`src/hdl/kmp_pkg.sv`:
```
// Shared types, constants and helpers for the KMP stream matcher.
// Used by kmp_core.sv and kmp_stream_matcher.sv; depends on nothing.
`default_nettype none

package kmp_pkg;

   localparam int MAX_PATTERN     = 32;
   localparam int IDX_BITS        = $clog2(MAX_PATTERN);
   localparam int LEN_BITS        = $clog2(MAX_PATTERN + 1);
   localparam int POSITION_BITS   = 32;
   localparam int MATCH_BITS      = 32;
   localparam int BYTE_BITS       = 8;
   localparam int CSR_DATA_BITS   = 64;
   localparam int CSR_INDEX_BITS  = 3;
   localparam int CFG_LEN_BITS    = 6;
   localparam int PATTERN_REGS    = 4;
   localparam int PATTERN_BITS    = PATTERN_REGS * CSR_DATA_BITS;
   localparam int PATTERN_BYTES   = PATTERN_BITS / BYTE_BITS;

   localparam logic MODE_RESTART = 1'b0;
   localparam logic MODE_TEXT    = 1'b1;

   typedef enum logic [CSR_INDEX_BITS-1:0] {
      CSR_PATTERN_LOW,
      CSR_PATTERN_SECOND,
      CSR_PATTERN_THIRD,
      CSR_PATTERN_HIGH,
      CSR_PATTERN_LENGTH
   } kmp_csr_type;

   typedef enum logic [1:0] {
      ST_IDLE,
      ST_BUILD_SEED,
      ST_BUILD,
      ST_MATCH
   } kmp_state_type;

   typedef struct packed {
      logic                 mode;
      logic [BYTE_BITS-1:0] text_byte;
      logic                 last_byte;
   } kmp_req_type;

   typedef struct packed {
      logic                  found;
      logic [MATCH_BITS-1:0] match_start;
      logic                  finished;
   } kmp_result_type;

   // entry i holds pattern byte i and the failure link of byte i-1
   typedef struct packed {
      logic [BYTE_BITS-1:0] pat_byte;
      logic [IDX_BITS-1:0]  link;
   } kmp_entry_type;

   function automatic logic [BYTE_BITS-1:0] pattern_byte(
      input logic [PATTERN_BITS-1:0] pat,
      input logic [IDX_BITS-1:0]     idx
   );
      logic [BYTE_BITS-1:0] b;
      b = '0;
      if (int'(idx) < PATTERN_BYTES) begin
         b = pat[int'(idx) * BYTE_BITS +: BYTE_BITS];
      end
      return b;
   endfunction

   function automatic logic [LEN_BITS-1:0] clamp_length(
      input logic [CFG_LEN_BITS-1:0] cfg
   );
      logic [LEN_BITS-1:0] len;
      if (cfg == '0) begin
         len = LEN_BITS'(1);
      end else if (int'(cfg) > MAX_PATTERN) begin
         len = LEN_BITS'(MAX_PATTERN);
      end else begin
         len = LEN_BITS'(cfg);
      end
      return len;
   endfunction

endpackage

`default_nettype wire

```
`src/hdl/kmp_core.sv`:
```
// Failure-table builder and text matcher around one synchronous table memory.
// Depends on kmp_pkg.
`default_nettype none

module kmp_core (
   input  wire logic                                  clock,
   input  wire logic                                  reset,
   input  wire logic                                  start,
   input  wire kmp_pkg::kmp_req_type                  req,
   input  wire logic [kmp_pkg::PATTERN_BITS-1:0]      pattern,
   input  wire logic [kmp_pkg::CFG_LEN_BITS-1:0]      pattern_length,
   output      logic                                  idle,
   output      logic                                  done,
   output      kmp_pkg::kmp_result_type               result
);

   kmp_pkg::kmp_state_type state_ff, state_in;

   logic [kmp_pkg::LEN_BITS-1:0]      len_ff, len_in;
   logic [kmp_pkg::IDX_BITS-1:0]      m_ff, m_in;
   logic [kmp_pkg::IDX_BITS-1:0]      cur_ff, cur_in;
   logic [kmp_pkg::IDX_BITS-1:0]      i_ff, i_in;
   logic [kmp_pkg::POSITION_BITS-1:0] pos_ff, pos_in;
   logic                              over_ff, over_in;
   logic                              valid_ff, valid_in;
   logic [kmp_pkg::BYTE_BITS-1:0]     char_ff, char_in;
   logic                              last_ff, last_in;

   kmp_pkg::kmp_entry_type mem [kmp_pkg::MAX_PATTERN];
   kmp_pkg::kmp_entry_type rd_data_ff;
   kmp_pkg::kmp_entry_type ent;
   kmp_pkg::kmp_entry_type wr_data;
   logic                          rd_en, wr_en;
   logic [kmp_pkg::IDX_BITS-1:0]  rd_addr, wr_addr;

   logic [kmp_pkg::BYTE_BITS-1:0]     cmp_byte;
   logic                              hit, follow, build_last;
   logic [kmp_pkg::IDX_BITS-1:0]      i_next, k_next;
   logic [kmp_pkg::LEN_BITS-1:0]      m_next;
   logic [kmp_pkg::POSITION_BITS-1:0] first_pos;

   always_ff @(posedge clock) begin
      if (wr_en) begin
         mem[wr_addr] <= wr_data;
      end
      if (rd_en) begin
         rd_data_ff <= mem[rd_addr];
      end
   end

   // table reads as all zero until the first restart
   assign ent      = valid_ff ? rd_data_ff : '0;
   assign cmp_byte = (state_ff == kmp_pkg::ST_BUILD) ?
                     kmp_pkg::pattern_byte(pattern, i_ff) : char_ff;
   assign hit      = (cmp_byte == ent.pat_byte);
   assign follow   = !hit && (cur_ff != '0);
   assign i_next   = i_ff + kmp_pkg::IDX_BITS'(1);
   assign k_next   = hit ? cur_ff + kmp_pkg::IDX_BITS'(1) : '0;
   assign m_next   = hit ? kmp_pkg::LEN_BITS'(cur_ff) + kmp_pkg::LEN_BITS'(1) : '0;
   assign build_last = (kmp_pkg::LEN_BITS'(i_next) == len_ff - kmp_pkg::LEN_BITS'(1));
   assign first_pos  = pos_ff - kmp_pkg::POSITION_BITS'(len_ff)
                       + kmp_pkg::POSITION_BITS'(1);
   assign idle       = (state_ff == kmp_pkg::ST_IDLE);

   always_comb begin
      state_in = state_ff;
      unique case (state_ff)
         kmp_pkg::ST_IDLE: begin
            if (start && req.mode == kmp_pkg::MODE_RESTART) begin
               state_in = kmp_pkg::ST_BUILD_SEED;
            end else if (start && !over_ff) begin
               state_in = kmp_pkg::ST_MATCH;
            end
         end
         kmp_pkg::ST_BUILD_SEED: begin
            state_in = (len_ff <= kmp_pkg::LEN_BITS'(2)) ?
                       kmp_pkg::ST_IDLE : kmp_pkg::ST_BUILD;
         end
         kmp_pkg::ST_BUILD: begin
            if (!follow && build_last) begin
               state_in = kmp_pkg::ST_IDLE;
            end
         end
         kmp_pkg::ST_MATCH: begin
            if (!follow) begin
               state_in = kmp_pkg::ST_IDLE;
            end
         end
         default: state_in = kmp_pkg::ST_IDLE;
      endcase
   end

   always_comb begin
      len_in   = len_ff;
      m_in     = m_ff;
      cur_in   = cur_ff;
      i_in     = i_ff;
      pos_in   = pos_ff;
      over_in  = over_ff;
      valid_in = valid_ff;
      char_in  = char_ff;
      last_in  = last_ff;
      rd_en    = 1'b0;
      rd_addr  = cur_ff;
      wr_en    = 1'b0;
      wr_addr  = '0;
      wr_data  = '0;
      done     = 1'b0;
      result   = '0;
      unique case (state_ff)
         kmp_pkg::ST_IDLE: begin
            if (start && req.mode == kmp_pkg::MODE_RESTART) begin
               len_in   = kmp_pkg::clamp_length(pattern_length);
               wr_en    = 1'b1;
               wr_addr  = '0;
               wr_data.pat_byte = kmp_pkg::pattern_byte(pattern, '0);
               valid_in = 1'b1;
               m_in     = '0;
               pos_in   = '0;
               over_in  = 1'b0;
            end else if (start && over_ff) begin
               done            = 1'b1;
               result.finished = 1'b1;
            end else if (start) begin
               rd_en   = 1'b1;
               rd_addr = m_ff;
               cur_in  = m_ff;
               char_in = req.text_byte;
               last_in = req.last_byte;
            end
         end
         kmp_pkg::ST_BUILD_SEED: begin
            wr_en   = 1'b1;
            wr_addr = kmp_pkg::IDX_BITS'(1);
            wr_data.pat_byte = kmp_pkg::pattern_byte(pattern, kmp_pkg::IDX_BITS'(1));
            rd_en   = 1'b1;
            rd_addr = '0;
            cur_in  = '0;
            i_in    = kmp_pkg::IDX_BITS'(1);
            if (len_ff <= kmp_pkg::LEN_BITS'(2)) begin
               done = 1'b1;
            end
         end
         kmp_pkg::ST_BUILD: begin
            if (follow) begin
               cur_in  = ent.link;
               rd_en   = 1'b1;
               rd_addr = ent.link;
            end else begin
               wr_en   = 1'b1;
               wr_addr = i_next;
               wr_data.pat_byte = kmp_pkg::pattern_byte(pattern, i_next);
               wr_data.link     = k_next;
               if (build_last) begin
                  done = 1'b1;
               end else begin
                  i_in    = i_next;
                  cur_in  = k_next;
                  rd_en   = 1'b1;
                  rd_addr = k_next;
               end
            end
         end
         kmp_pkg::ST_MATCH: begin
            if (follow) begin
               cur_in  = ent.link;
               rd_en   = 1'b1;
               rd_addr = ent.link;
            end else begin
               done   = 1'b1;
               pos_in = pos_ff + kmp_pkg::POSITION_BITS'(1);
               if (m_next == len_ff) begin
                  result.found       = 1'b1;
                  result.match_start = kmp_pkg::MATCH_BITS'(first_pos);
                  result.finished    = 1'b1;
                  over_in            = 1'b1;
                  m_in               = '0;
               end else begin
                  m_in = m_next[kmp_pkg::IDX_BITS-1:0];
                  if (last_ff) begin
                     result.finished = 1'b1;
                     over_in         = 1'b1;
                  end
               end
            end
         end
         default: ;
      endcase
   end

   always_ff @(posedge clock) begin
      if (reset) begin
         state_ff <= kmp_pkg::ST_IDLE;
         len_ff   <= kmp_pkg::LEN_BITS'(1);
         m_ff     <= '0;
         pos_ff   <= '0;
         over_ff  <= 1'b0;
         valid_ff <= 1'b0;
      end else begin
         state_ff <= state_in;
         len_ff   <= len_in;
         m_ff     <= m_in;
         pos_ff   <= pos_in;
         over_ff  <= over_in;
         valid_ff <= valid_in;
      end
   end

   always_ff @(posedge clock) begin
      cur_ff  <= cur_in;
      i_ff    <= i_in;
      char_ff <= char_in;
      last_ff <= last_in;
   end

endmodule

`default_nettype wire

```
`src/hdl/kmp_stream_matcher.sv`:
```
// Top level of the KMP stream matcher: register file, handshakes, result register.
// Depends on kmp_pkg and kmp_core.
//
//   channel | direction | handshake          | payload
//   req_    | in        | req_valid/stall    | mode, text_byte, last_byte
//   rsp_    | out       | rsp_valid/stall    | found, match_start, finished
//   csr_    | in        | csr_write          | csr_index, csr_wdata
//
// Text byte: accepted in idle with a table read, then matched, with one more table read per
// failure link followed. Byte after the search has ended: answered from idle without a read.
// Restart: builds the failure table one pattern byte at a time, following links as needed.
// Reset clears the pattern registers and match state; the table reads zero until a restart.
// One item is in flight; a held result stalls the next transfer only while rsp_stall is high.
`default_nettype none

module kmp_stream_matcher (
   input  wire logic                                 clock,
   input  wire logic                                 reset,
   input  wire logic                                 req_valid,
   output      logic                                 req_stall,
   input  wire logic                                 req_mode,
   input  wire logic [kmp_pkg::BYTE_BITS-1:0]        req_text_byte,
   input  wire logic                                 req_last_byte,
   output      logic                                 rsp_valid,
   input  wire logic                                 rsp_stall,
   output      logic                                 rsp_found,
   output      logic [kmp_pkg::MATCH_BITS-1:0]       rsp_match_start,
   output      logic                                 rsp_finished,
   input  wire logic                                 csr_write,
   input  wire logic [kmp_pkg::CSR_INDEX_BITS-1:0]   csr_index,
   input  wire logic [kmp_pkg::CSR_DATA_BITS-1:0]    csr_wdata
);

   logic [kmp_pkg::CSR_DATA_BITS-1:0] pattern_ff [kmp_pkg::PATTERN_REGS];
   logic [kmp_pkg::CFG_LEN_BITS-1:0]  length_ff;
   logic                              rsp_valid_ff;
   kmp_pkg::kmp_result_type           rsp_ff;

   kmp_pkg::kmp_req_type    req;
   kmp_pkg::kmp_result_type result;
   logic                    start, core_idle, core_done;

   always_ff @(posedge clock) begin
      if (reset) begin
         for (int r = 0; r < kmp_pkg::PATTERN_REGS; r++) begin
            pattern_ff[r] <= '0;
         end
         length_ff <= kmp_pkg::CFG_LEN_BITS'(1);
      end else if (csr_write) begin
         unique case (kmp_pkg::kmp_csr_type'(csr_index))
            kmp_pkg::CSR_PATTERN_LOW:    pattern_ff[0] <= csr_wdata;
            kmp_pkg::CSR_PATTERN_SECOND: pattern_ff[1] <= csr_wdata;
            kmp_pkg::CSR_PATTERN_THIRD:  pattern_ff[2] <= csr_wdata;
            kmp_pkg::CSR_PATTERN_HIGH:   pattern_ff[3] <= csr_wdata;
            kmp_pkg::CSR_PATTERN_LENGTH:
               length_ff <= csr_wdata[kmp_pkg::CFG_LEN_BITS-1:0];
            default: ;
         endcase
      end
   end

   assign req_stall     = !core_idle || (rsp_valid_ff && rsp_stall);
   assign start         = req_valid && !req_stall;
   assign req.mode      = req_mode;
   assign req.text_byte = req_text_byte;
   assign req.last_byte = req_last_byte;

   kmp_core u_core (
      .clock          (clock),
      .reset          (reset),
      .start          (start),
      .req            (req),
      .pattern        ({pattern_ff[3], pattern_ff[2], pattern_ff[1], pattern_ff[0]}),
      .pattern_length (length_ff),
      .idle           (core_idle),
      .done           (core_done),
      .result         (result)
   );

   // load on completion; the register is always free by then
   always_ff @(posedge clock) begin
      if (reset) begin
         rsp_valid_ff <= 1'b0;
      end else if (core_done) begin
         rsp_valid_ff <= 1'b1;
      end else if (!rsp_stall) begin
         rsp_valid_ff <= 1'b0;
      end
   end

   always_ff @(posedge clock) begin
      if (core_done) begin
         rsp_ff <= result;
      end
   end

   assign rsp_valid       = rsp_valid_ff;
   assign rsp_found       = rsp_ff.found;
   assign rsp_match_start = rsp_ff.match_start;
   assign rsp_finished    = rsp_ff.finished;

endmodule

`default_nettype wire

```
`config.mk`:
```
export PLATFORM = sky130hd
export DESIGN_NAME = kmp_stream_matcher
export DESIGN_NICKNAME = d
export VERILOG_FILES = /design/src/hdl/kmp_pkg.sv /design/src/hdl/kmp_core.sv /design/src/hdl/kmp_stream_matcher.sv
export SDC_FILE = /design/constraint.sdc
export NUM_CORES = 1
export LEC_CHECK = 0
export BUFFER_PORTS_ARGS = -buffer_cell sky130_fd_sc_hd__clkbuf_2
export CORE_MARGIN = 10
export CORE_UTILIZATION = 65
export DETAILED_ROUTE_END_ITERATION = 10
export GPL_ROUTABILITY_DRIVEN = 0
export HOLD_SLACK_MARGIN = 0.05
export PLACE_DENSITY = 0.79
export SYNTH_ARGS = -nofsm -noshare
export SYNTH_HDL_FRONTEND = slang
export SYNTH_SLANG_ARGS = --single-unit
```
`constraint.sdc`:
```
create_clock -name clock -period 7.25 [get_ports clock]
set_input_delay 0.725 -clock clock [delete_from_list [all_inputs] [get_ports clock]]
set_output_delay 0.725 -clock clock [all_outputs]
set_load 0.02 [all_outputs]
```
# ---- Yosys cells after proc, flatten, opt, wreduce, memory -nomap -nowiden
# Memory sizes are Yosys's and may differ from the RTL's. A register that Yosys moved wholly into a read port is not among the register bits.
# Index checks and enable logic that the tools add are counted.
dict set report totals {
  regBits 107
  latch_bits 0
  ramBits 672
  mem_bits_ro 0
  input_bits 82
  out_inout_bits 36
  elab_cells 170
  mem_count 2
}
dict set report op_classes {
  addsub 7
  n_mul 0
  div_mod_pow 0
  order_cmp 2
  n_eq_ne 18
  shifts 2
  muxes 87
  bitwise_logic 9
  n_reduce_logical 28
}
# memory words word_bits read_ports rd_ports_with_merged_regs wr line
set memory_table {}
lappend memory_table {u_core.mem 32 13 1 1 1 kmp_core.sv:29} ;# kmp_pkg::kmp_entry_type mem [kmp_pkg::MAX_PATTERN];
lappend memory_table {pattern_ff 4 64 4 0 4 kmp_stream_matcher.sv:34} ;# logic [kmp_pkg::CSR_DATA_BITS-1:0] pattern_ff [kmp_pkg::PATTERN_REGS];
# op count
set ops {}
lappend ops {{256-bit by 9-bit variable part select with 8-bit output} 2}
lappend ops {{64-bit two-way mux} 4}
lappend ops {{5-bit two-way mux} 14}
lappend ops {{32-bit by 1-bit adder with 32-bit output, second input constant} 2}
lappend ops {{32-bit two-way mux} 2}
lappend ops {{32-bit one-hot mux with 2 select lines} 1}
lappend ops {{1-bit two-way mux} 42}
lappend ops {{33-bit two-way mux} 1}
lappend ops {{32-bit by 6-bit subtractor with 32-bit output} 1}
lappend ops {{5-bit one-hot mux with 2 select lines} 3}
lappend ops {{13-bit two-way mux} 2}
lappend ops {{8-bit one-hot mux with 3 select lines} 1}
lappend ops {{5-bit one-hot mux with 4 select lines} 1}
lappend ops {{6-bit two-way mux} 3}
lappend ops {{8-bit two-way mux} 2}
lappend ops {{5-bit by 1-bit adder with 5-bit output, second input constant} 2}
lappend ops {{2-bit two-way mux} 5}
lappend ops {{3-bit AND reduction} 3}
lappend ops {{8-bit equality test} 1}
lappend ops {{2-bit inequality test, second input constant} 4}
lappend ops {{1-bit one-hot mux with 4 select lines} 2}
lappend ops {{2-bit one-hot mux with 4 select lines} 1}
lappend ops {{4-bit AND reduction} 2}
lappend ops {{1-bit logical AND} 7}
lappend ops {{27 further kinds} 45}

# ---- Depth between registers and ports, before layout
# Gate-level depths: netlist of the first run.
dict set report depth {
  word_depth 10
  mapped_depth 21
  ltp_nobuf 20
}

# ---- Modules after synthesis
# Synthesis of the first run repeated with hierarchy kept, for this count alone.
dict set report hier_totals {
  hier_cells 2900
  area_unflattened_um2 39397.8
}
# module n_inst cells_each area_each_um2 seq_area_each_um2
set by_module_without_submodules {}
lappend by_module_without_submodules {kmp_core 1 2190 27147.3 14343.8}
lappend by_module_without_submodules {kmp_stream_matcher 1 710 12250.5 8848.5}

# ---- Worst setup path after synthesis of the first run
# Ideal clock, no wire load.
dict set report synth_path {
  path_kind {register to register}
  start {register u_core.i_ff[1] (netlist name)}
  end {memory u_core.mem[0][0] (netlist name) (data pin)}
  setup_ns 0.539
  t_arrival_ns 4.291
  t_required_ns 6.711
  setup_slack_ns 2.420
  path_stages_with_launch 11
  path_buffers 3
  period_less_slack_ns 4.830
  cell_sequence {edfxtp_1 buf_2 buf_2 buf_2 mux4_2 a221oi_1 o32ai_1 a21o_1 or3b_1 a2bb2o_2 nor4_1}
}
# element line
set synth_lines {}
lappend synth_lines {{start, declared} kmp_core.sv:22} ;# logic [kmp_pkg::IDX_BITS-1:0] i_ff, i_in;
lappend synth_lines {{start signal, assigned} kmp_core.sv:211} ;# i_ff <= i_in;
lappend synth_lines {{end, declared} kmp_core.sv:29}

# ---- Worst setup path in the final report of the first run
dict set report layout_path {
  start {register u_core.i_ff[0] (netlist name)}
  end {register, netlist name u_core.rd_data_ff[1]}
}
dict set report layout_between {
  elab_chain_cells 7
  word_cells_on_any_way 16
  classes_between {1 x add/sub; 2 x eq/ne; 1 x shift; 10 x mux; 2 x reduce/logical}
}
# element line
set layout_rtl {}
lappend layout_rtl {{256-bit by 9-bit variable part select with 8-bit output} kmp_pkg.sv:63} ;# b = pat[int'(idx) * BYTE_BITS +: BYTE_BITS];
lappend layout_rtl {{8-bit two-way mux} kmp_core.sv:53} ;# assign cmp_byte = (state_ff == kmp_pkg::ST_BUILD) ?
lappend layout_rtl {{8-bit equality test} kmp_core.sv:55} ;# assign hit = (cmp_byte == ent.pat_byte);
lappend layout_rtl {{5-bit two-way mux or 1-bit zero test (tied branches)} {kmp_core.sv:58, kmp_core.sv:56}}
lappend layout_rtl {{5-bit two-way mux or 1-bit logical AND (tied branches)} {kmp_core.sv:154, kmp_core.sv:56}}
lappend layout_rtl {{5-bit two-way mux (tied with other cells)} -}
lappend layout_rtl {{5-bit one-hot mux with 4 select lines or 1-bit one-hot mux with 4 select lines (tied branches)} -}
# Parallel ways exist; a longest one is shown, timed or not.
# A chain may end at the register's enable or synchronous reset.

==> flow_results.xml, run 1 <==
<?xml version="1.0" encoding="UTF-8"?>
<metrics>
  <group name="outcome">
    <metric name="status" unit="">finished clean</metric>
  </group>
  <group name="clock_network">
    <metric name="clock_tree.htree_level_count" unit="">3</metric>
    <metric name="tritoncts_clock_tree" unit="">built</metric>
    <metric name="worst_setup_hold_path_clk_slew" unit="ns">0.06</metric>
    <metric name="postCtsSetupBuffers" unit="">0</metric>
    <metric name="tritoncts_num_sinks" unit="">792</metric>
    <metric name="clk-insertion-delay-late" unit="ns">0.64</metric>
    <metric name="cts-hold-fix-buffers" unit="">0</metric>
    <metric name="cts-buffers-inserted" unit="">80</metric>
    <metric name="clock_tree.root_cell" unit="">clkbuf_16</metric>
    <metric name="post_cts_resize_count" unit="">0</metric>
    <metric name="clock_path_buffers" unit="">3</metric>
  </group>
  <group name="sta">
    <metric name="grt_setup_unrepaired" unit="">false</metric>
    <metric name="final_hold_viol_count" unit="">0</metric>
    <metric name="setup_total_negative_slack" unit="ns">0</metric>
    <metric name="min_period" unit="ns">7.04</metric>
    <metric name="tightest_slew" unit="ns">1.23</metric>
    <metric name="finalCritPeriodShare" unit="">0.972</metric>
    <metric name="max-slew-margin-rel" unit="">0.182</metric>
    <metric name="finalHoldWorstSlack" unit="ns">0.310</metric>
    <metric name="setup_violations" unit="">0</metric>
    <metric name="final_slew_violations" unit="">0</metric>
    <metric name="finClkSkew" unit="ns">0.0261</metric>
    <metric name="timing.fmax" unit="GHz">0.142</metric>
  </group>
  <group name="yosys">
    <metric name="synth-main-ff-cell" unit="">edfxtp_1</metric>
    <metric name="top_cells_by_count_synth" unit="">edfxtp_1 (733), mux2i_1 (290), and2_1 (270)</metric>
    <metric name="synth_top_cells_by_area" unit="">edfxtp_1 (59%), mux2i_1 (7.7%), mux4_2 (7.1%)</metric>
    <metric name="synth_largest_area_cell" unit="">edfxtp_1</metric>
    <metric name="synth-seq-cells" unit="">792</metric>
    <metric name="synth_sequential_area_ratio" unit="">0.619</metric>
    <metric name="avgSynthCellArea" unit="um2">14.3</metric>
    <metric name="synthCells" unit="">2621</metric>
    <metric name="asyncSetResetFlopFracSynth" unit="">0</metric>
    <metric name="mappedNetlistNets" unit="">2775</metric>
    <metric name="yosys.cell_count.top_type" unit="">edfxtp_1</metric>
    <metric name="ys.warnings.count" unit="">0</metric>
    <metric name="synth_enable_flop_cells" unit="">733</metric>
    <metric name="post_synth_instance_area" unit="um2">37500</metric>
    <metric name="number_of_distinct_library_cell_variants_in_the_gate_level_netlist_after_synthesis" unit="">81</metric>
    <metric name="synthDominantCellAreaShare" unit="">0.587</metric>
  </group>
  <group name="setup_path">
    <metric name="setup.worst_path.end_class" unit="">flop</metric>
    <metric name="worst_r2r_path_depth" unit="">16</metric>
    <metric name="worstPathArrival" unit="ns">7.35</metric>
    <metric name="timing.critical_path.from_type" unit="">flop</metric>
    <metric name="timing.setup.critical_path_class" unit="">flop to flop</metric>
    <metric name="cp.required" unit="ns">7.56</metric>
    <metric name="worst-path-max-fanout" unit="">18</metric>
  </group>
  <group name="layout">
    <metric name="ff_latch_area" unit="um2">23200</metric>
    <metric name="fillers" unit="">3469</metric>
    <metric name="layout.nets" unit="">2933</metric>
    <metric name="multi_input_area" unit="um2">13500</metric>
    <metric name="areaGrowthSynthToFinish" unit="%">11.7</metric>
    <metric name="inserted_diodes" unit="">0</metric>
    <metric name="post_route_cells_drive_above_1_share" unit="">0.181</metric>
  </group>
  <group name="grt">
    <metric name="initial_antenna_violation_count" unit="">4</metric>
    <metric name="global_route.usage.total" unit="">0.290</metric>
    <metric name="wire_length_of_the_first_global_routing_pass" unit="mm">148</metric>
    <metric name="largest_net_degree_at_the_start_of_global_routing" unit="">73</metric>
    <metric name="via_count_of_the_first_global_routing_pass" unit="">24100</metric>
    <metric name="globalRoute.totalOverflow" unit="">0</metric>
  </group>
  <group name="placement">
    <metric name="place_hpwl" unit="mm">64.3</metric>
    <metric name="io_buffer_count" unit="">117</metric>
  </group>
  <group name="die">
    <metric name="initial_utilization" unit="">0.661</metric>
    <metric name="design.portCount" unit="">118</metric>
    <metric name="placement_rows" unit="">87</metric>
    <metric name="die_width" unit="um">260</metric>
    <metric name="fp.dieH" unit="um">260</metric>
    <metric name="design.core.area" unit="um2">56700</metric>
    <metric name="die-area" unit="um2">67700</metric>
  </group>
  <group name="drt">
    <metric name="remaining_drc_errors" unit="">0</metric>
    <metric name="dr.pass1.iters" unit="">6</metric>
    <metric name="dr_total_vias" unit="">24400</metric>
    <metric name="drt-vias-per-instance" unit="">6.78</metric>
    <metric name="detail_route.wirelength" unit="mm">98.6</metric>
    <metric name="detailedRoute.firstIterationViolations" unit="">3151</metric>
    <metric name="drtAntennaViolNets" unit="">0</metric>
    <metric name="routedWlPerCell" unit="um">27.4</metric>
  </group>
  <group name="power">
    <metric name="max-vdd-ir-drop" unit="V">0.000260</metric>
    <metric name="total_leakage_power" unit="nW">15.6</metric>
    <metric name="p_per_area" unit="nW/um2">364</metric>
  </group>
  <group name="hold_path">
    <metric name="whs_path_depth" unit="">1</metric>
    <metric name="min-delay-path-class" unit="">primary input to flop</metric>
  </group>
  <group name="run">
    <metric name="maxCapViolCount" unit="">0</metric>
  </group>
</metrics>
-- per-layer routing --
layer | track usage | up-vias | part of all wire | routed length [um]
met5 | 0 | - | 0.00054 | 53
li1 | - | 10400 | - | -
met4 | 0.121 | 8 | 0.041 | 4020
met2 | 0.465 | 1626 | 0.48 | 46900
met3 | 0.0604 | 285 | 0.11 | 11200
met1 | 0.385 | 12100 | 0.37 | 36400
-- critical path, cell delays in order, from the launching register on --
cell	delay, ns
edfxtp_1	0.90
buf_4	0.42
mux4_2	0.54
a22o_1	0.25
a221oi_1	0.40
o32ai_1	0.23
a21o_1	0.21
nor3b_1	0.38
a2bb2oi_1	0.33
a21boi_2	0.26
o31ai_1	0.61
a211oi_2	0.22
o21ai_2	0.52
buf_4	0.33
o22ai_1	0.17
nor4_1	0.66
mux2i_1	0.27
-- cell families (layout without fill, tap and decap cells) --
kind of cell,count (synthesis),count (layout),share of synthesized area
adders and majority gates,72,72,0.0242
AOI/OAI and AO/OA,327,327,0.0602
DFF,792,792,0.619
muxes,417,417,0.151
xor gates and xnor gates,64,64,0.0150
buffers and inverters,214,431,0.0248
and+or+nand+nor,735,735,0.106
-- cell type report --
| class | instances | area share |
|---|---|---|
| sequential | 792 | 0.554 |
| multi-input combinational | 1615 | 0.322 |
| clock buffer | 99 | 0.0508 |
| timing repair buffer | 223 | 0.0348 |
| tap | 756 | 0.0226 |
| clock inverter | 42 | 0.00927 |
| inverter | 67 | 0.00601 |
-- sequential cells by signal, summed over array words and instances (netlist names), 2 cells and up --
register           flops
u_core.state_ff        2
u_core.rd_data_ff     13
u_core.cur_ff          5
pattern_ff           256
u_core.len_ff          6
rsp_match_start       32
u_core.m_ff            5
u_core.char_ff         8
u_core.pos_ff         32
u_core.mem           416
length_ff              6
u_core.i_ff            5
-- cells in the final DEF, fill, tap and decap left out, drive strengths merged, types with 68 or more instances in the layout --
master,count
mux2i,290
edfxtp,733
and2,271
ha,71
o22ai,120
nor2,157
inv,68
nand2,92
mux4,118
clkbuf,216
buf,106
-- power by group --
part           switching (mW)  internal (mW)
clock                    1.73           2.29
combinational            3.18           2.26
sequential              0.282           5.48
total                    5.20           10.0
-- worst paths after layout --
kind | endpoint | start | slack [ns]
worst max register to register | u_core.rd_data_ff[1] | u_core.i_ff[0] | 0.21
worst min-delay path | u_core.char_ff[4] | req_text_byte[4] | 0.31
worst min register to register | u_core.m_ff[0] | u_core.m_ff[0] | 0.46
worst max-delay path | u_core.rd_data_ff[1] | u_core.i_ff[0] | 0.21
-- per-stage QoR --
stage	cells	utilization	cell area (um2)	setup WS (ns)	power (mW)
2_1_floorplan	2621	-	37500	2.42	9.46
3_3_place_gp	3453	0.694	39300	0.749	11.0
3_5_place_dp	3453	0.694	39300	0.545	11.1
4_1_cts	3594	0.738	41800	0.461	15.1
5_1_grt	3594	0.738	41800	0.0216	15.7
6_report	3594	0.738	41800	0.206	15.2
Power figures use the tool's default switching activity.
==> run 2, diff against run 1 <==
--- a/config.mk
+++ b/config.mk
@@ -14,4 +14,5 @@
 export PLACE_DENSITY = 0.79
 export SYNTH_ARGS = -nofsm -noshare
 export SYNTH_HDL_FRONTEND = slang
+export SYNTH_HIERARCHICAL = 1
 export SYNTH_SLANG_ARGS = --single-unit
==> run 2 against run 1 <==
Flip-flop and latch count is the same. Wire length grew 6.1%. Fmax grew 5.7%.
==> flow_results.xml, run 2 <==
<?xml version="1.0" encoding="UTF-8"?>
<metrics>
  <group name="sta">
    <metric name="final_slew_violations" unit="">0</metric>
    <metric name="finalCritPeriodShare" unit="">0.919</metric>
    <metric name="setup_total_negative_slack" unit="ns">0</metric>
    <metric name="tightest_slew" unit="ns">1.34</metric>
    <metric name="grt_setup_unrepaired" unit="">false</metric>
    <metric name="finClkSkew" unit="ns">0.0499</metric>
    <metric name="max-slew-margin-rel" unit="">0.106</metric>
    <metric name="finalHoldWorstSlack" unit="ns">0.261</metric>
    <metric name="min_period" unit="ns">6.67</metric>
    <metric name="final_hold_viol_count" unit="">0</metric>
    <metric name="timing.fmax" unit="GHz">0.150</metric>
    <metric name="setup_violations" unit="">0</metric>
  </group>
  <group name="clock_network">
    <metric name="clock_tree.htree_level_count" unit="">3</metric>
    <metric name="clock_path_buffers" unit="">3</metric>
    <metric name="tritoncts_num_sinks" unit="">792</metric>
    <metric name="cts-buffers-inserted" unit="">81</metric>
    <metric name="postCtsSetupBuffers" unit="">0</metric>
    <metric name="post_cts_resize_count" unit="">0</metric>
    <metric name="cts-hold-fix-buffers" unit="">0</metric>
    <metric name="clk-insertion-delay-late" unit="ns">0.66</metric>
    <metric name="tritoncts_clock_tree" unit="">built</metric>
    <metric name="worst_setup_hold_path_clk_slew" unit="ns">0.06</metric>
    <metric name="clock_tree.root_cell" unit="">clkbuf_16</metric>
  </group>
  <group name="layout">
    <metric name="largest_registers" unit="">u_core/mem (416), pattern_ff (256)</metric>
    <metric name="leading_cell_type_in_the_layout_fill_and_taps_excluded" unit="">edfxtp_1</metric>
    <metric name="areaGrowthSynthToFinish" unit="%">9.90</metric>
    <metric name="fillers" unit="">3916</metric>
    <metric name="reg_with_most_ffs" unit="">u_core/mem</metric>
    <metric name="inserted_diodes" unit="">0</metric>
    <metric name="largest_reg_flops" unit="">416</metric>
    <metric name="final_cells" unit="">3834</metric>
    <metric name="layout.cells.most_common_list" unit="">edfxtp_1 (733), nand2_1 (271), nor3_2 (242), mux2i_1 (208), nor2_1 (154)</metric>
    <metric name="post_route_cells_drive_above_1_share" unit="">0.243</metric>
    <metric name="final_cell_area" unit="um2">43300</metric>
    <metric name="layout.nets" unit="">3145</metric>
  </group>
  <group name="grt">
    <metric name="via_count_of_the_first_global_routing_pass" unit="">25800</metric>
    <metric name="wire_length_of_the_first_global_routing_pass" unit="mm">158</metric>
    <metric name="initial_antenna_violation_count" unit="">1</metric>
    <metric name="globalRoute.totalOverflow" unit="">0</metric>
    <metric name="largest_net_degree_at_the_start_of_global_routing" unit="">147</metric>
    <metric name="global_route.usage.total" unit="">0.294</metric>
  </group>
  <group name="placement">
    <metric name="place_hpwl" unit="mm">69.1</metric>
    <metric name="placed_cell_area" unit="um2">40700</metric>
    <metric name="io_buffer_count" unit="">117</metric>
    <metric name="dpl.cell_count" unit="">3690</metric>
  </group>
  <group name="die">
    <metric name="fp.dieH" unit="um">266</metric>
    <metric name="die_width" unit="um">266</metric>
    <metric name="die-area" unit="um2">70900</metric>
    <metric name="placement_rows" unit="">90</metric>
    <metric name="initial_utilization" unit="">0.655</metric>
    <metric name="design.core.area" unit="um2">60100</metric>
    <metric name="design.portCount" unit="">118</metric>
  </group>
  <group name="yosys">
    <metric name="synth_compound_area_frac" unit="">0.0673</metric>
    <metric name="synth_top_family_by_area" unit="">simple AND/OR/NAND/NOR gates</metric>
    <metric name="ys.warnings.count" unit="">6</metric>
    <metric name="asyncSetResetFlopFracSynth" unit="">0</metric>
    <metric name="avgSynthCellArea" unit="um2">13.6</metric>
    <metric name="yosys-mux-area-fraction" unit="">0.121</metric>
    <metric name="synth-seq-cells" unit="">792</metric>
    <metric name="synth_largest_area_cell" unit="">edfxtp_1</metric>
    <metric name="top_cells_by_count_synth" unit="">edfxtp_1 (733), nand2_1 (272), nor3_2 (241)</metric>
    <metric name="number_of_distinct_library_cell_variants_in_the_gate_level_netlist_after_synthesis" unit="">94</metric>
    <metric name="synth-main-ff-cell" unit="">edfxtp_1</metric>
    <metric name="synth_sequential_area_ratio" unit="">0.589</metric>
    <metric name="synth_xor_area_frac" unit="">0.0165</metric>
    <metric name="yosys.cell_count.top_type" unit="">edfxtp_1</metric>
    <metric name="mappedNetlistNets" unit="">3054</metric>
    <metric name="yosys.area_share.simple" unit="">0.141</metric>
    <metric name="synthDominantCellAreaShare" unit="">0.559</metric>
    <metric name="synth_enable_flop_cells" unit="">733</metric>
    <metric name="synthCells" unit="">2900</metric>
    <metric name="synth_top_cells_by_area" unit="">edfxtp_1 (56%), mux4_2 (6.5%), nor3_2 (6.1%)</metric>
    <metric name="post_synth_instance_area" unit="um2">39400</metric>
    <metric name="synth-adder-area-share" unit="">0.0231</metric>
  </group>
  <group name="drt">
    <metric name="drt-vias-per-instance" unit="">6.73</metric>
    <metric name="detailedRoute.firstIterationViolations" unit="">3654</metric>
    <metric name="dr.pass1.iters" unit="">7</metric>
    <metric name="remaining_drc_errors" unit="">0</metric>
    <metric name="dr_total_vias" unit="">25800</metric>
    <metric name="routedWlPerCell" unit="um">27.3</metric>
    <metric name="detail_route.wirelength" unit="mm">105</metric>
    <metric name="drtAntennaViolNets" unit="">0</metric>
  </group>
  <group name="run">
    <metric name="maxCapViolCount" unit="">0</metric>
  </group>
  <group name="setup_path">
    <metric name="setup.worst_path.end_class" unit="">flop</metric>
    <metric name="timing.setup.critical_path_class" unit="">flop to flop</metric>
    <metric name="timing.critical_path.mode_cell" unit="">nand4_1</metric>
    <metric name="worstPathArrival" unit="ns">7.03</metric>
    <metric name="timing.critical_path.cells" unit="">buf_12 &gt; buf_4 &gt; mux4_2 &gt; a2111oi_0 &gt; nor3_1 &gt; a211oi_2 &gt; xnor2_1 &gt; o211a_2 &gt; nor3_4 &gt; nand4_1 &gt; a311o_2 &gt; inv_8 &gt; and3_1 &gt; a211oi_1 &gt; a311oi_1 &gt; nand4_1</metric>
    <metric name="timing.critical_path.from_type" unit="">flop</metric>
    <metric name="cp.required" unit="ns">7.61</metric>
    <metric name="timing.critical_path.max_delay_family" unit="">compound AO/OA/AOI/OAI gates</metric>
    <metric name="slowest_delay" unit="ns">0.70</metric>
    <metric name="timing.critical_path.slowest_stage_cell" unit="">a311oi_1</metric>
    <metric name="worstPathBufferInverterCount" unit="">3</metric>
    <metric name="worst-path-max-fanout" unit="">102</metric>
  </group>
  <group name="power">
    <metric name="max-vdd-ir-drop" unit="V">0.000564</metric>
    <metric name="total_leakage_power" unit="nW">15.3</metric>
    <metric name="p_per_area" unit="nW/um2">379</metric>
  </group>
  <group name="outcome">
    <metric name="status" unit="">finished clean</metric>
  </group>
  <group name="hold_path">
    <metric name="min-delay-path-class" unit="">primary input to flop</metric>
  </group>
</metrics>
run 2: changes by cell type in the layout (fill, tap and decap cells not counted), sizes merged, moves of 56 or more:
cell | before | now
o22ai | 120 | 21
nand2 | 92 | 273
and2 | 271 | 22
mux2i | 290 | 208
nor3 | 33 | 284
inv | 68 | 132
a21oi | 47 | 103
run 2: cells by family (layout without fill, tap and decap cells):
| kind of cell | Yosys count | in the layout |
|---|---|---|
| buffers and inverters | 326 | 478 |
| DFF | 792 | 792 |
| xor gates and xnor gates | 72 | 72 |
| muxes | 334 | 334 |
| adders and majority gates | 72 | 72 |
| AOI/OAI and AO/OA | 379 | 379 |
| and+or+nand+nor | 925 | 925 |
run 2: final timing paths:
kind	slack, ns	end	from	cells past startpoint
max	0.58	u_core/rd_data_ff[9]	u_core/i_ff[0]	16
min	0.26	u_core/char_ff[2]	req_text_byte[2]	1
max reg2reg	0.58	u_core/rd_data_ff[9]	u_core/i_ff[0]	16
min reg2reg	0.51	length_ff[1]	length_ff[1]	2
run 2: worst reg2reg max path, stage by stage, from the launching register on:
cell       delay [ns]
edfxtp_1         0.47
buf_12           0.33
buf_4            0.43
mux4_2           0.54
a2111oi_0        0.56
nor3_1           0.14
a211oi_2         0.37
xnor2_1          0.15
o211a_2          0.35
nor3_4           0.61
nand4_1          0.20
a311o_2          0.48
inv_8            0.41
and3_1           0.42
a211oi_1         0.09
a311oi_1         0.70
nand4_1          0.17
run 2: layout make-up:
cell class,instances,area (um2),area share
clock inverters,49,543,0.0125
inverters,132,510,0.0118
clock buffers,95,2090,0.0483
multi-input cells,1782,14700,0.339
well taps,782,978,0.0226
repair buffers,202,1290,0.0297
flip-flops and latches,792,23200,0.536
run 2: through the flow:
stage	utilization	power (mW)	worst slack, ns
6_report	0.720	16.4	0.585
5_1_grt	0.720	16.9	0.490
4_1_cts	0.720	16.3	0.962
3_5_place_dp	0.676	12.1	1.01
3_3_place_gp	0.676	12.0	1.14
2_1_floorplan	-	10.4	1.11
run 2: routing by layer:
layer | vias up | global-route usage | routed length [um] | part of all wire
met2 | 1662 | 0.480 | 50000 | 0.48
met1 | 12600 | 0.362 | 36300 | 0.35
met3 | 380 | 0.0633 | 11300 | 0.11
met4 | 2 | 0.163 | 7030 | 0.067
met5 | - | 0 | 13 | 0.00012
li1 | 11200 | - | - | -
run 2: power breakdown:
part	total (mW)	leakage (nW)	internal (mW)	switching, mW
Sequential	5.79	7.34	5.54	0.245
Clock	4.12	1.26	2.34	1.79
Combinational	6.49	6.72	2.34	4.15
